File: config.mk
export PLATFORM = sky130hd
export DESIGN_NAME = touch_event_gesture_decoder_flat
export DESIGN_NICKNAME = d
export VERILOG_FILES = /design/src/design/tegd_pkg.sv /design/src/design/tegd_if.sv /design/src/design/tegd_ctrl.sv /design/src/design/tegd_dp.sv /design/src/design/touch_event_gesture_decoder.sv /design/src/flat_wrapper.sv
export SDC_FILE = /design/constraint.sdc
export NUM_CORES = 1
export LEC_CHECK = 0
export CAP_MARGIN = 20
export CORE_ASPECT_RATIO = 1.5
export CORE_UTILIZATION = 55
export CTS_BUF_LIST = sky130_fd_sc_hd__clkbuf_4 sky130_fd_sc_hd__clkbuf_8
export CTS_CLUSTER_DIAMETER = 120
export DETAILED_ROUTE_END_ITERATION = 8
export DONT_BUFFER_PORTS = 1
export PLACE_DENSITY = 0.77
export SLEW_MARGIN = 20
export SYNTH_ARGS = -nofsm -noshare
export SYNTH_HDL_FRONTEND = slang
export SYNTH_SLANG_ARGS = --single-unit
File: constraint.sdc
create_clock -name clk -period 14.4 [get_ports clk]
set_input_delay 2.88 -clock clk [delete_from_list [all_inputs] [get_ports clk]]
set_output_delay 2.88 -clock clk [all_outputs]
set_load 0.005 [all_outputs]
File: src/design/tegd_pkg.sv
// Shared constants, codes and controller/datapath command types for the
// touch event gesture decoder. No dependencies.
`default_nettype none

package tegd_pkg;

	localparam int FRACTION_BITS = 16;
	localparam int FRAC_W        = FRACTION_BITS + 1;
	localparam int STEP_W        = $clog2(FRACTION_BITS);

	localparam int TYPE_W   = 5;
	localparam int CODE_W   = 10;
	localparam int VALUE_W  = 32;
	localparam int ACTION_W = 2;
	localparam int ADDR_W   = 4;
	localparam int DATA_W   = 32;
	localparam int DIFF_W   = VALUE_W + 1;
	localparam int MAG_W    = VALUE_W + 2;

	localparam logic [STEP_W-1:0] STEP_LAST = STEP_W'(FRACTION_BITS - 1);
	localparam logic [FRAC_W-1:0] FRAC_ONE  = {1'b1, {FRACTION_BITS{1'b0}}};

	localparam logic [TYPE_W-1:0] TYPE_SYNC = 5'd0;
	localparam logic [TYPE_W-1:0] TYPE_KEY  = 5'd1;
	localparam logic [TYPE_W-1:0] TYPE_ABS  = 5'd3;

	localparam logic [CODE_W-1:0] CODE_ABS_X       = 10'd0;
	localparam logic [CODE_W-1:0] CODE_ABS_Y       = 10'd1;
	localparam logic [CODE_W-1:0] CODE_KEY_TOUCH   = 10'd330;
	localparam logic [CODE_W-1:0] CODE_SYNC_REPORT = 10'd0;

	typedef enum logic [ACTION_W-1:0] {
		ACT_DOWN = 2'd0,
		ACT_UP   = 2'd1,
		ACT_MOVE = 2'd2
	} action_t;

	typedef enum logic [1:0] {
		REG_X_MIN = 2'd0,
		REG_X_MAX = 2'd1,
		REG_Y_MIN = 2'd2,
		REG_Y_MAX = 2'd3
	} reg_idx_t;

	typedef struct packed {
		logic capture;
		logic axis_y;
		logic prep;
		logic sign;
		logic classify;
		logic step;
		logic store;
		logic out_load;
	} tegd_cmd_t;

	typedef struct packed {
		logic emit;
		logic out_full;
	} tegd_sts_t;

endpackage

`default_nettype wire

File: src/design/tegd_if.sv
// Valid/ready channel interfaces for input events and result items.
// Depends on tegd_pkg for field widths.
`default_nettype none

interface tegd_evt_if import tegd_pkg::*; ();
	logic                      valid;
	logic                      ready;
	logic [TYPE_W-1:0]         event_type;
	logic [CODE_W-1:0]         event_code;
	logic signed [VALUE_W-1:0] event_value;

	modport source (output valid, event_type, event_code, event_value, input ready);
	modport sink   (input valid, event_type, event_code, event_value, output ready);
endinterface

interface tegd_res_if import tegd_pkg::*; ();
	logic                valid;
	logic                ready;
	logic [ACTION_W-1:0] touch_action;
	logic [FRAC_W-1:0]   x_fraction;
	logic [FRAC_W-1:0]   y_fraction;

	modport source (output valid, touch_action, x_fraction, y_fraction, input ready);
	modport sink   (input valid, touch_action, x_fraction, y_fraction, output ready);
endinterface

`default_nettype wire

File: src/design/tegd_ctrl.sv
// Controller state machine: input handshake and sequencing of the shared
// divider over X then Y. Depends on tegd_pkg.
`default_nettype none

module tegd_ctrl import tegd_pkg::*; (
	input  wire logic      clk,
	input  wire logic      arst_n,
	input  wire logic      in_valid,
	output logic           in_ready,
	input  wire tegd_sts_t sts,
	output tegd_cmd_t      cmd
);

	typedef enum logic [2:0] {
		S_IDLE,
		S_PREP,
		S_SIGN,
		S_CLASS,
		S_DIV,
		S_STORE,
		S_WAIT
	} state_t;

	state_t            state_q;
	logic [STEP_W-1:0] cnt_q;
	logic              axis_q;

	always_ff @(posedge clk or negedge arst_n) begin
		if (!arst_n) begin
			state_q <= S_IDLE;
			cnt_q   <= '0;
			axis_q  <= 1'b0;
		end else begin
			case (state_q)
				S_IDLE: begin
					if (in_valid && sts.emit) begin
						axis_q  <= 1'b0;
						state_q <= S_PREP;
					end
				end
				S_PREP:  state_q <= S_SIGN;
				S_SIGN:  state_q <= S_CLASS;
				S_CLASS: begin
					cnt_q   <= '0;
					state_q <= S_DIV;
				end
				S_DIV: begin
					cnt_q <= cnt_q + 1'b1;
					if (cnt_q == STEP_LAST) begin
						state_q <= S_STORE;
					end
				end
				S_STORE: begin
					if (!axis_q) begin
						axis_q  <= 1'b1;
						state_q <= S_PREP;
					end else begin
						state_q <= S_WAIT;
					end
				end
				S_WAIT: begin
					if (!sts.out_full) begin
						state_q <= S_IDLE;
					end
				end
				default: state_q <= S_IDLE;
			endcase
		end
	end

	assign in_ready = (state_q == S_IDLE);

	always_comb begin
		cmd          = '0;
		cmd.axis_y   = axis_q;
		cmd.capture  = (state_q == S_IDLE) && in_valid;
		cmd.prep     = (state_q == S_PREP);
		cmd.sign     = (state_q == S_SIGN);
		cmd.classify = (state_q == S_CLASS);
		cmd.step     = (state_q == S_DIV);
		cmd.store    = (state_q == S_STORE);
		cmd.out_load = (state_q == S_WAIT) && !sts.out_full;
	end

endmodule

`default_nettype wire

File: src/design/tegd_dp.sv
// Datapath: range registers, held touch state, restoring divider shared
// by both axes, and the result register. Depends on tegd_pkg.
`default_nettype none

module tegd_dp import tegd_pkg::*; (
	input  wire logic                      clk,
	input  wire logic                      arst_n,
	input  wire tegd_cmd_t                 cmd,
	output tegd_sts_t                      sts,
	input  wire logic [TYPE_W-1:0]         event_type,
	input  wire logic [CODE_W-1:0]         event_code,
	input  wire logic signed [VALUE_W-1:0] event_value,
	input  wire logic                      res_ready,
	output logic                           res_valid,
	output logic [ACTION_W-1:0]            touch_action,
	output logic [FRAC_W-1:0]              x_fraction,
	output logic [FRAC_W-1:0]              y_fraction,
	input  wire logic                      psel,
	input  wire logic                      penable,
	input  wire logic                      pwrite,
	input  wire logic [ADDR_W-1:0]         paddr,
	input  wire logic [DATA_W-1:0]         pwdata,
	output logic [DATA_W-1:0]              prdata
);

	typedef enum logic [1:0] {
		CLS_DIV,
		CLS_ZERO,
		CLS_ONE
	} cls_t;

	logic signed [VALUE_W-1:0] x_min_q, x_max_q, y_min_q, y_max_q;
	logic signed [VALUE_W-1:0] held_x_q, held_y_q;
	logic                      active_q, changed_q, press_q, release_q;
	action_t                   act_q;

	logic signed [DIFF_W-1:0]  num_q, den_q;
	logic signed [MAG_W-1:0]   numm_q, denm_q;
	cls_t                      cls_q;
	logic [MAG_W-1:0]          rem_q;
	logic [FRACTION_BITS-1:0]  quo_q;
	logic [FRAC_W-1:0]         xfr_q, yfr_q;

	logic                      res_valid_q;
	action_t                   res_act_q;
	logic [FRAC_W-1:0]         res_x_q, res_y_q;

	logic                      cfg_wr;
	reg_idx_t                  cfg_idx;
	logic                      is_report, pressed;
	logic signed [VALUE_W-1:0] raw_sel, lo_sel, hi_sel;
	logic [MAG_W-1:0]          rem_sh, den_u, rem_sub;
	logic [FRAC_W-1:0]         frac_new;

	assign cfg_wr  = psel && penable && pwrite;
	assign cfg_idx = reg_idx_t'(paddr[3:2]);

	always_ff @(posedge clk or negedge arst_n) begin
		if (!arst_n) begin
			x_min_q <= '0;
			x_max_q <= VALUE_W'(1);
			y_min_q <= '0;
			y_max_q <= VALUE_W'(1);
		end else if (cfg_wr) begin
			case (cfg_idx)
				REG_X_MIN: x_min_q <= pwdata;
				REG_X_MAX: x_max_q <= pwdata;
				REG_Y_MIN: y_min_q <= pwdata;
				REG_Y_MAX: y_max_q <= pwdata;
				default: ;
			endcase
		end
	end

	always_comb begin
		case (cfg_idx)
			REG_X_MIN: prdata = x_min_q;
			REG_X_MAX: prdata = x_max_q;
			REG_Y_MIN: prdata = y_min_q;
			REG_Y_MAX: prdata = y_max_q;
			default:   prdata = '0;
		endcase
	end

	// Event decode
	assign is_report = (event_type == TYPE_SYNC) && (event_code == CODE_SYNC_REPORT);
	assign pressed   = (event_value != '0);
	assign sts.emit  = is_report && (press_q || release_q || (active_q && changed_q));
	assign sts.out_full = res_valid_q;

	always_ff @(posedge clk or negedge arst_n) begin
		if (!arst_n) begin
			held_x_q  <= '0;
			held_y_q  <= '0;
			active_q  <= 1'b0;
			changed_q <= 1'b0;
			press_q   <= 1'b0;
			release_q <= 1'b0;
		end else if (cmd.capture) begin
			if (event_type == TYPE_ABS) begin
				if (event_code == CODE_ABS_X) begin
					held_x_q  <= event_value;
					changed_q <= 1'b1;
				end else if (event_code == CODE_ABS_Y) begin
					held_y_q  <= event_value;
					changed_q <= 1'b1;
				end
			end else if (event_type == TYPE_KEY) begin
				if (event_code == CODE_KEY_TOUCH) begin
					if (pressed && !active_q) begin
						press_q <= 1'b1;
					end
					if (!pressed && active_q) begin
						release_q <= 1'b1;
					end
					active_q <= pressed;
				end
			end else if (is_report) begin
				changed_q <= 1'b0;
				press_q   <= 1'b0;
				release_q <= 1'b0;
			end
		end
	end

	always_ff @(posedge clk) begin
		if (cmd.capture && is_report) begin
			if (press_q) begin
				act_q <= ACT_DOWN;
			end else if (release_q) begin
				act_q <= ACT_UP;
			end else begin
				act_q <= ACT_MOVE;
			end
		end
	end

	// Divider
	assign raw_sel = cmd.axis_y ? held_y_q : held_x_q;
	assign lo_sel  = cmd.axis_y ? y_min_q  : x_min_q;
	assign hi_sel  = cmd.axis_y ? y_max_q  : x_max_q;

	assign den_u   = denm_q;
	assign rem_sh  = {rem_q[MAG_W-2:0], 1'b0};
	assign rem_sub = rem_sh - den_u;

	always_comb begin
		case (cls_q)
			CLS_ZERO: frac_new = '0;
			CLS_ONE:  frac_new = FRAC_ONE;
			default:  frac_new = {1'b0, quo_q};
		endcase
	end

	always_ff @(posedge clk) begin
		if (cmd.prep) begin
			num_q <= $signed({raw_sel[VALUE_W-1], raw_sel}) - $signed({lo_sel[VALUE_W-1], lo_sel});
			den_q <= $signed({hi_sel[VALUE_W-1], hi_sel}) - $signed({lo_sel[VALUE_W-1], lo_sel});
		end
		if (cmd.sign) begin
			if (den_q[DIFF_W-1]) begin
				numm_q <= -$signed({num_q[DIFF_W-1], num_q});
				denm_q <= -$signed({den_q[DIFF_W-1], den_q});
			end else begin
				numm_q <= $signed({num_q[DIFF_W-1], num_q});
				denm_q <= $signed({den_q[DIFF_W-1], den_q});
			end
		end
		if (cmd.classify) begin
			rem_q <= numm_q;
			quo_q <= '0;
			if ((denm_q == '0) || numm_q[MAG_W-1] || (numm_q == '0)) begin
				cls_q <= CLS_ZERO;
			end else if (numm_q >= denm_q) begin
				cls_q <= CLS_ONE;
			end else begin
				cls_q <= CLS_DIV;
			end
		end
		if (cmd.step) begin
			if (rem_sh >= den_u) begin
				rem_q <= rem_sub;
				quo_q <= {quo_q[FRACTION_BITS-2:0], 1'b1};
			end else begin
				rem_q <= rem_sh;
				quo_q <= {quo_q[FRACTION_BITS-2:0], 1'b0};
			end
		end
		if (cmd.store) begin
			if (cmd.axis_y) begin
				yfr_q <= frac_new;
			end else begin
				xfr_q <= frac_new;
			end
		end
	end

	// Result register
	always_ff @(posedge clk or negedge arst_n) begin
		if (!arst_n) begin
			res_valid_q <= 1'b0;
		end else if (cmd.out_load) begin
			res_valid_q <= 1'b1;
		end else if (res_ready) begin
			res_valid_q <= 1'b0;
		end
	end

	always_ff @(posedge clk) begin
		if (cmd.out_load) begin
			res_act_q <= act_q;
			res_x_q   <= xfr_q;
			res_y_q   <= yfr_q;
		end
	end

	assign res_valid    = res_valid_q;
	assign touch_action = res_act_q;
	assign x_fraction   = res_x_q;
	assign y_fraction   = res_y_q;

endmodule

`default_nettype wire

File: src/design/touch_event_gesture_decoder.sv
// Top level of the touch event gesture decoder: controller and datapath.
// Depends on tegd_pkg, tegd_if, tegd_ctrl and tegd_dp.
//
//   channel  direction  handshake              payload
//   evt      in         valid/ready            event_type, event_code, event_value
//   res      out        valid/ready            touch_action, x_fraction, y_fraction
//   apb      in         psel/penable, pready=1 paddr, pwdata, prdata (range registers)
//
// Axis, key and ignored events are taken back to back while the controller is idle.
// A report that yields a result is worked per axis through one subtract,
// one sign fix, one range check and 16 restoring divider steps plus a
// store; X and Y share the divider one after the other.
// A report with nothing to emit only clears the edge and position flags.
// While a result waits in the output register, further items are still taken;
// a second result holds the divider until the register drains.
// Reset clears the range registers to 0..1, the held position and all flags.
`default_nettype none

module touch_event_gesture_decoder import tegd_pkg::*; (
	input  wire logic              clk,
	input  wire logic              arst_n,
	tegd_evt_if.sink               evt,
	tegd_res_if.source             res,
	input  wire logic              psel,
	input  wire logic              penable,
	input  wire logic              pwrite,
	input  wire logic [ADDR_W-1:0] paddr,
	input  wire logic [DATA_W-1:0] pwdata,
	output logic [DATA_W-1:0]      prdata,
	output logic                   pready
);

	tegd_cmd_t cmd;
	tegd_sts_t sts;
	logic      in_ready;

	// Register access completes in a single access phase
	assign pready    = 1'b1;
	assign evt.ready = in_ready;

	tegd_ctrl u_ctrl (
		.clk      (clk),
		.arst_n   (arst_n),
		.in_valid (evt.valid),
		.in_ready (in_ready),
		.sts      (sts),
		.cmd      (cmd)
	);

	tegd_dp u_dp (
		.clk          (clk),
		.arst_n       (arst_n),
		.cmd          (cmd),
		.sts          (sts),
		.event_type   (evt.event_type),
		.event_code   (evt.event_code),
		.event_value  (evt.event_value),
		.res_ready    (res.ready),
		.res_valid    (res.valid),
		.touch_action (res.touch_action),
		.x_fraction   (res.x_fraction),
		.y_fraction   (res.y_fraction),
		.psel         (psel),
		.penable      (penable),
		.pwrite       (pwrite),
		.paddr        (paddr),
		.pwdata       (pwdata),
		.prdata       (prdata)
	);

endmodule

`default_nettype wire

File: src/flat_wrapper.sv
// flat-port wrapper written by rule: the top's interface ports become plain ports
module touch_event_gesture_decoder_flat import tegd_pkg::*;
  (clk, arst_n, psel, penable, pwrite, paddr, pwdata, prdata, pready, evt_valid, evt_event_type, evt_event_code, evt_event_value, evt_ready, res_valid, res_touch_action, res_x_fraction, res_y_fraction, res_ready);
  tegd_evt_if evt_i ();
  tegd_res_if res_i ();
  input  wire logic clk;
  input  wire logic arst_n;
  input  wire logic psel;
  input  wire logic penable;
  input  wire logic pwrite;
  input  wire logic [ADDR_W-1:0] paddr;
  input  wire logic [DATA_W-1:0] pwdata;
  output logic [DATA_W-1:0] prdata;
  output logic pready;
  input wire logic [$bits(evt_i.valid)-1:0] evt_valid;
  input wire logic [$bits(evt_i.event_type)-1:0] evt_event_type;
  input wire logic [$bits(evt_i.event_code)-1:0] evt_event_code;
  input wire logic [$bits(evt_i.event_value)-1:0] evt_event_value;
  output wire logic [$bits(evt_i.ready)-1:0] evt_ready;
  output wire logic [$bits(res_i.valid)-1:0] res_valid;
  output wire logic [$bits(res_i.touch_action)-1:0] res_touch_action;
  output wire logic [$bits(res_i.x_fraction)-1:0] res_x_fraction;
  output wire logic [$bits(res_i.y_fraction)-1:0] res_y_fraction;
  input wire logic [$bits(res_i.ready)-1:0] res_ready;
  assign evt_i.valid = evt_valid;
  assign evt_i.event_type = evt_event_type;
  assign evt_i.event_code = evt_event_code;
  assign evt_i.event_value = evt_event_value;
  assign evt_ready = evt_i.ready;
  assign res_valid = res_i.valid;
  assign res_touch_action = res_i.touch_action;
  assign res_x_fraction = res_i.x_fraction;
  assign res_y_fraction = res_i.y_fraction;
  assign res_i.ready = res_ready;
  touch_event_gesture_decoder u_core (.clk(clk), .arst_n(arst_n), .evt(evt_i), .res(res_i), .psel(psel), .penable(penable), .pwrite(pwrite), .paddr(paddr), .pwdata(pwdata), .prdata(prdata), .pready(pready));
endmodule
==> impl_metrics.toml, run 1 <==
[floorplanning]
initial_core_util_pct = 56.1
fp.coreArea_mm2 = 0.0460
num_rows = 96
die_h_um = 267
chipWidth_um = 179
ios = 161
dieArea_mm2 = 0.0478

[route]
viasPerCell = 6.14
wl_met3_mm = 2.50
wl_per_cell_um = 20.7
ant_nets = 0
drc = 0
vias = 17200
wl_met1_mm = 22.0
wirelength_mm = 58.0
drt_iter0_markers = 784
topRoutingLayerUsed = "met4"
dr.pass1.iters = 5
dr_wl_met2_mm = 31.0

[synthesis]
synthArstFlopShare_pct = 44.4
synth_cells = 2158
ys_top_cells_by_count = "edfxtp_1 (257), mux2_2 (254), dfrtp_1 (203)"
synth_area_mm2 = 0.0258
synth.most_common_cell = "edfxtp_1"
yosysTopAreaCell = "edfxtp_1"
synthTopCellsByArea = "edfxtp_1 (30%), dfrtp_1 (20%), mux2_2 (11%)"
avgSynthCellArea_um2 = 12.0
yosysTopAreaCellShare_pct = 29.9
ys_types = 72
synth_seq_area_share_pct = 49.8
synth_edf_count = 257
syn-num-nets = 2387
ys_seq_elements = 462
synth-main-ff-cell = "edfxtp_1"
ys_warn_count = 0

[setup_path]
r2r_slack_ns = 9.67
worst_setup_path_start_kind = "primary input"
crit_path_end_kind = "output port"
critPathMaxFanout = 35
arrival_ns = 3.45
cpPeakStageDelay_ns = 0.54
crit_chain = "mux4_2"
path_class = "in2out"
crit_buf_inv = 0
slowest_stage = "mux4_2"
path_delay_family = "multiplexers"
cp.required_ns = 11.52

[finish]
regArea_mm2 = 0.0129
layoutNonFillerInstCount = 2806
areaGrowthSynthToFinish_pct = 8.09
drive_gt1_share_pct = 20.5
multi_input_area_mm2 = 0.0124
fillers = 3597
design.final.nets = 2391
final_core_util_pct = 60.7

[clock_network]
htreeDepth = 3
numCtsBuffers = 71
cts.sinks = 462
clockBufferDepth = 3
cts_root_buffer = "clkbuf_8"
clk_pin_slew_ns = 0.06
ctsHoldBuffers = 0
tritoncts = "done"
cts_resized = 0
clkLatencyLatePin_ns = 0.64
cts_setup_buffers = 0

[placement]
dp.cells = 2676
pre_cts_slack_ns = 8.09
post-dp-hpwl_mm = 42.5
place.gp.congestion = 0.945
numPortBuffers = 0

[pwr]
power_frac_clock_pct = 34.0
p_int_uw = 2440
leakagePower_uw = 0.0116
comb_power_share_pct = 19.3
power.switching_uw = 912
p_total_uw = 3360
ir_drop_uv = 99.8
switching_share_pct = 27.2
seqPwrFrac_pct = 46.7
power_density_mw_per_mm2 = 120

[grt]
grt_overflow_total = 0
grt_first_pass_wirelength_mm = 92.3
antenna_found_initial = 1
grtUsageTotal_pct = 24.7
first_global_vias = 17900
grt_max_degree = 206

[sta]
finalSetupViolCount = 0
finalHoldViolCount = 0
rsz0062_at_grt = "no"
slew_violations = 0
fin_ws_ns = 8.07
fmax_mhz = 158
skew_ns = 0.0472
post-route-min-period_ns = 6.33
relSlewSlack_pct = 31.0
tightest_slew_ns = 1.03
finalSetupTns_ns = 0
fin_crit_sh_pct = 44.0

[outcome]
status = "finished, final reports clean"

[hold_path]
hold_path_class = "reg2reg"

[job]
maxCapViolCount = 0
-- per-layer routing --
metal	track usage, %	vias up
li1	-	8172
met1	27.1	8505
met2	45.3	419
met3	4.36	132
met4	12.0	0
met5	0	-
-- final cells by class --
type / instances / area share, %
Clock buffer: 94 / 4.30
Sequential cell: 462 / 46.0
Tap cell: 588 / 2.64
Inverter: 77 / 1.04
Multi-Input combinational cell: 1535 / 44.5
Timing Repair Buffer: 15 / 0.475
Clock inverter: 34 / 1.02
Antenna cell: 1 / 0.00896
-- cell families after synthesis --
logic type	after synthesis	synth area share, %
other cells	2	0.0291
fa+ha+maj	139	6.82
simple gates	503	10.2
mux	322	15.3
buf+inv	161	2.35
xor+xnor	139	4.71
flops	462	49.8
compound gates	430	10.9
-- power by group through the flow --
stage               combinational [uW]  sequential (uW)  clock [uW]
detailed placement                 638             1590           0
floorplan                          515             1570           0
CTS                                645             1570        1160
finish                             647             1570        1140
global placement                   623             1580           0
global route                       710             1580        1220
-- metrics by stage --
stage | hold slack (ns) | cell area (um^2)
final | 0.413 | 27900
after global routing | 0.403 | 27900
after CTS | 0.412 | 27900
after detailed placement | 0.405 | 26400
after global placement | 0.402 | 26400
after floorplan | 0.400 | 25800
-- sequential cells by signal (all words and copies together), names as in the netlist, 3 cells and up --
| signal | cells |
|---|---|
| u_core.u_ctrl.cnt_q | 4 |
| u_core.u_ctrl.state_q | 3 |
| u_core.u_dp.den_q | 33 |
| u_core.u_dp.den_u | 34 |
| u_core.u_dp.held_x_q | 32 |
| u_core.u_dp.held_y_q | 32 |
| u_core.u_dp.num_q | 33 |
| u_core.u_dp.numm_q | 34 |
| u_core.u_dp.quo_q | 16 |
| u_core.u_dp.rem_q | 33 |
| u_core.u_dp.x_fraction | 17 |
| u_core.u_dp.x_max_q | 32 |
| u_core.u_dp.x_min_q | 32 |
| u_core.u_dp.xfr_q | 17 |
| u_core.u_dp.y_fraction | 17 |
| u_core.u_dp.y_max_q | 32 |
| u_core.u_dp.y_min_q | 32 |
| u_core.u_dp.yfr_q | 17 |
-- cell usage in the layout (no fill, tap or decap), types with 9 or more instances in the layout --
| master | n |
|---|---|
| nor3_1 | 23 |
| clkbuf_8 | 79 |
| nor2_1 | 116 |
| o211ai_1 | 19 |
| nand3_1 | 51 |
| nor2b_1 | 17 |
| or3_1 | 16 |
| mux4_2 | 32 |
| ha_1 | 136 |
| nand2_1 | 87 |
| or2_2 | 9 |
| a21o_1 | 59 |
| or4_1 | 12 |
| buf_4 | 14 |
| o21a_1 | 23 |
| o41ai_1 | 10 |
| o21ai_0 | 95 |
| a31oi_1 | 39 |
| clkinv_1 | 11 |
| and2_1 | 41 |
| nand2b_1 | 14 |
| mux2_2 | 254 |
| a211oi_1 | 11 |
| clkinv_2 | 15 |
| and3_1 | 21 |
| clkbuf_4 | 15 |
| dfrtp_1 | 202 |
| a21oi_1 | 88 |
| edfxtp_1 | 257 |
| o31ai_1 | 20 |
| nor4_1 | 33 |
| xnor2_1 | 106 |
| mux2i_1 | 36 |
| inv_1 | 76 |
| nand4_1 | 35 |
| xor2_1 | 33 |
-- path summary, 6_finish.rpt --
path,from,depth (start not counted),to
setup reg to reg,u_core.u_ctrl.axis_q$_DFFE_PN0P_,11,u_core.u_dp.den_q[28]$_DFFE_PP_
hold / removal,u_core.u_dp.yfr_q[12]$_DFFE_PP_,0,u_core.u_dp.y_fraction[12]$_DFFE_PP_
hold reg to reg,u_core.u_dp.yfr_q[12]$_DFFE_PP_,0,u_core.u_dp.y_fraction[12]$_DFFE_PP_
min in group asynchronous,arst_n,0,u_core.u_dp.x_min_q[4]$_DFFE_PN0P_
max in group asynchronous,arst_n,0,u_core.u_ctrl.axis_q$_DFFE_PN0P_
setup / recovery,paddr[3],1,prdata[28]
Note: power is estimated with default switching activity, not from simulation.
==> run 2: changes to the inputs <==
- ABC_AREA: not set -> 1
- PLACE_DENSITY: 0.77 -> 0.8
- clock period: 14.4 -> 5.1 ns (I/O delays scaled with it)
==> run 2 against run 1 <==
Global-route usage grew 3.7 points. Cell count grew 50%. Die area grew 8.0%. Register-to-register slack lost 8.4 ns. First-iteration DRC count grew 91%. Sequential cell count is the same. Synthesized cell count grew 61%. Non-clock buffer count grew 11. Wire length grew 24%. Clock-buffer cell count grew 3. Via count grew 32%.
==> impl_metrics.toml, run 2 <==
[floorplanning]
num_rows = 100
ios = 161
chipWidth_um = 186
die_h_um = 278
fp.coreArea_mm2 = 0.0499
initial_core_util_pct = 55.9
dieArea_mm2 = 0.0517

[synthesis]
synthArstFlopShare_pct = 44.4
synthTopCellsByArea = "edfxtp_1 (28%), dfrtp_1 (18%), nand2_1 (14%)"
ys_warn_count = 0
syn-num-nets = 3704
synth-main-ff-cell = "edfxtp_1"
synth_edf_count = 257
avgSynthCellArea_um2 = 8.03
synth.most_common_cell = "nand2_1"
synth_seq_area_share_pct = 46.0
synth_cells = 3475
yosysTopAreaCellShare_pct = 27.6
yosysTopAreaCell = "edfxtp_1"
ys_seq_elements = 462
synth_area_mm2 = 0.0279
ys_top_cells_by_count = "nand2_1 (1,072), inv_1 (465), o21ai_0 (285)"
ys_types = 58

[placement]
post-dp-hpwl_mm = 54.8
place.gp.congestion = 1.02
placed_area_mm2 = 0.0286
pre_cts_slack_ns = 1.40
dp.cells = 4071
numPortBuffers = 0

[route]
wl_per_cell_um = 17.1
dr.pass1.iters = 5
vias = 22800
drc = 0
drt_iter0_markers = 1495
ant_nets = 0
wirelength_mm = 71.8
viasPerCell = 5.43

[finish]
drive_gt1_share_pct = 6.56
areaGrowthSynthToFinish_pct = 7.98
layoutNonFillerInstCount = 4200
final_cell_mix = "nand2_1 (1,071), inv_1 (465), o21ai_0 (284)"
final_common_cell = "nand2_1"
design.final.nets = 3709
final_area_mm2 = 0.0301

[clock_network]
cts_root_buffer = "clkbuf_8"
clockBufferDepth = 3
htreeDepth = 3
numCtsBuffers = 70
tritoncts = "done"
cts_setup_buffers = 0
ctsHoldBuffers = 0
clkLatencyLatePin_ns = 0.66
cts_resized = 0
clk_pin_slew_ns = 0.07
cts.sinks = 462

[sta]
fin_ws_ns = 1.23
slew_violations = 0
tightest_slew_ns = 1.20
fmax_mhz = 258
rsz0062_at_grt = "no"
post-route-min-period_ns = 3.87
finalHoldViolCount = 0
relSlewSlack_pct = 19.1
finalSetupTns_ns = 0
fin_crit_sh_pct = 75.9
finalSetupViolCount = 0
skew_ns = 0.0283

[setup_path]
path_class = "reg2reg"
arrival_ns = 4.25
critPathMaxFanout = 56
worst_setup_path_start_kind = "register"
cp.required_ns = 5.48
crit_path_end_kind = "register"

[job]
maxCapViolCount = 0

[pwr]
power.switching_uw = 6530
comb_power_share_pct = 41.8
leakagePower_uw = 0.0142
ir_drop_uv = 311
power_density_mw_per_mm2 = 527
switching_share_pct = 41.1
power_frac_clock_pct = 20.9
p_int_uw = 9370
seqPwrFrac_pct = 37.4

[hold_path]
hold_path_class = "in2async"

[grt]
grt_max_degree = 206
grtUsageTotal_pct = 28.5
grt_first_pass_wirelength_mm = 113
antenna_found_initial = 1
first_global_vias = 22200
grt_overflow_total = 0

[outcome]
status = "finished, final reports clean"
==> run 2: cell types whose count changed after synthesis, sizes merged, moves of 34 or more <==
cell | before | now
nand3 | 51 | 132
mux2i | 36 | 1
xnor2 | 106 | 39
nor2 | 118 | 262
mux2 | 254 | 30
a31oi | 39 | 5
a21o | 59 | 11
xor2 | 33 | 87
o21ai | 97 | 312
a21oi | 88 | 137
nand2 | 87 | 1079
inv | 77 | 470
==> run 2: power groups by stage <==
stage                     clock [uW]  sequential (uW)  combinational [uW]
after floorplan                    0             5770                5010
after global placement             0             5950                6450
after detailed placement           0             5980                6550
after CTS                       3370             5920                6590
after global routing            3530             6030                7500
final                           3320             5940                6640
==> run 2: logic make-up after synthesis <==
| logic type | synth area share, % |
|---|---|
| flip-flops | 46.0 |
| buffers and inverters | 7.79 |
| adder cells (fa/ha/maj) | 6.31 |
| AO/OA/AOI/OAI | 10.3 |
| XOR/XNOR | 3.95 |
| multiplexers | 1.25 |
| other | 0.0269 |
| AND/OR/NAND/NOR | 24.3 |
==> run 2: final cells by class <==
class / instances / area (um^2)
diodes: 1 / 2.50
clock buffers: 97 / 1200
clock inverters: 31 / 329
fillers: 4394 / 19800
inverters: 471 / 1770
multi-input cells: 2449 / 13000
flip-flops and latches: 462 / 12900
well taps: 663 / 830
repair buffers: 26 / 208
==> run 2: metal layers <==
metal  vias to the layer above  GRT usage [%]  routed length (um)
li1                      11400              -                   -
met1                     10500           29.9               26500
met2                       651           50.7               36600
met3                       219           4.40                3060
met4                         0           21.0                5590
met5                         -              0                   0
==> run 2: final timing paths <==
path,start,cells after the start,slack [ns],to
hold / removal,arst_n,0,0.08,u_core.u_dp.y_min_q[14]$_DFFE_PN0P_
max in group asynchronous,arst_n,0,4.47,u_core.u_ctrl.axis_q$_DFFE_PN0P_
setup / recovery,u_core.u_ctrl.axis_q$_DFFE_PN0P_,9,1.23,u_core.u_dp.den_q[23]$_DFFE_PP_
min in group clk,u_core.u_dp.xfr_q[3]$_DFFE_PP_,0,0.42,u_core.u_dp.x_fraction[3]$_DFFE_PP_
setup reg to reg,u_core.u_ctrl.axis_q$_DFFE_PN0P_,9,1.23,u_core.u_dp.den_q[23]$_DFFE_PP_
hold reg to reg,u_core.u_dp.xfr_q[3]$_DFFE_PP_,0,0.42,u_core.u_dp.x_fraction[3]$_DFFE_PP_
==> run 2: metrics by stage <==
step | hold slack, ns | utilization (%) | total power (uW)
after floorplan | 0.400 | - | 10800
after detailed placement | 0.405 | 57.3 | 12500
after CTS | 0.0249 | 60.4 | 15900
final | 0.0823 | 60.4 | 15900
after global routing | 0.0502 | 60.4 | 17100
after global placement | 0.402 | 57.3 | 12400
==> run 2: worst max-delay path, cell delays in order, from the launching register on <==
cell	delay (ns)
dfrtp_4	0.72
buf_4	0.32
o21ai_0	0.92
ha_1	0.32
nand2_1	0.15
nor2_1	0.24
nand2_1	0.07
o21ai_0	0.49
a21oi_1	0.16
xnor2_1	0.16
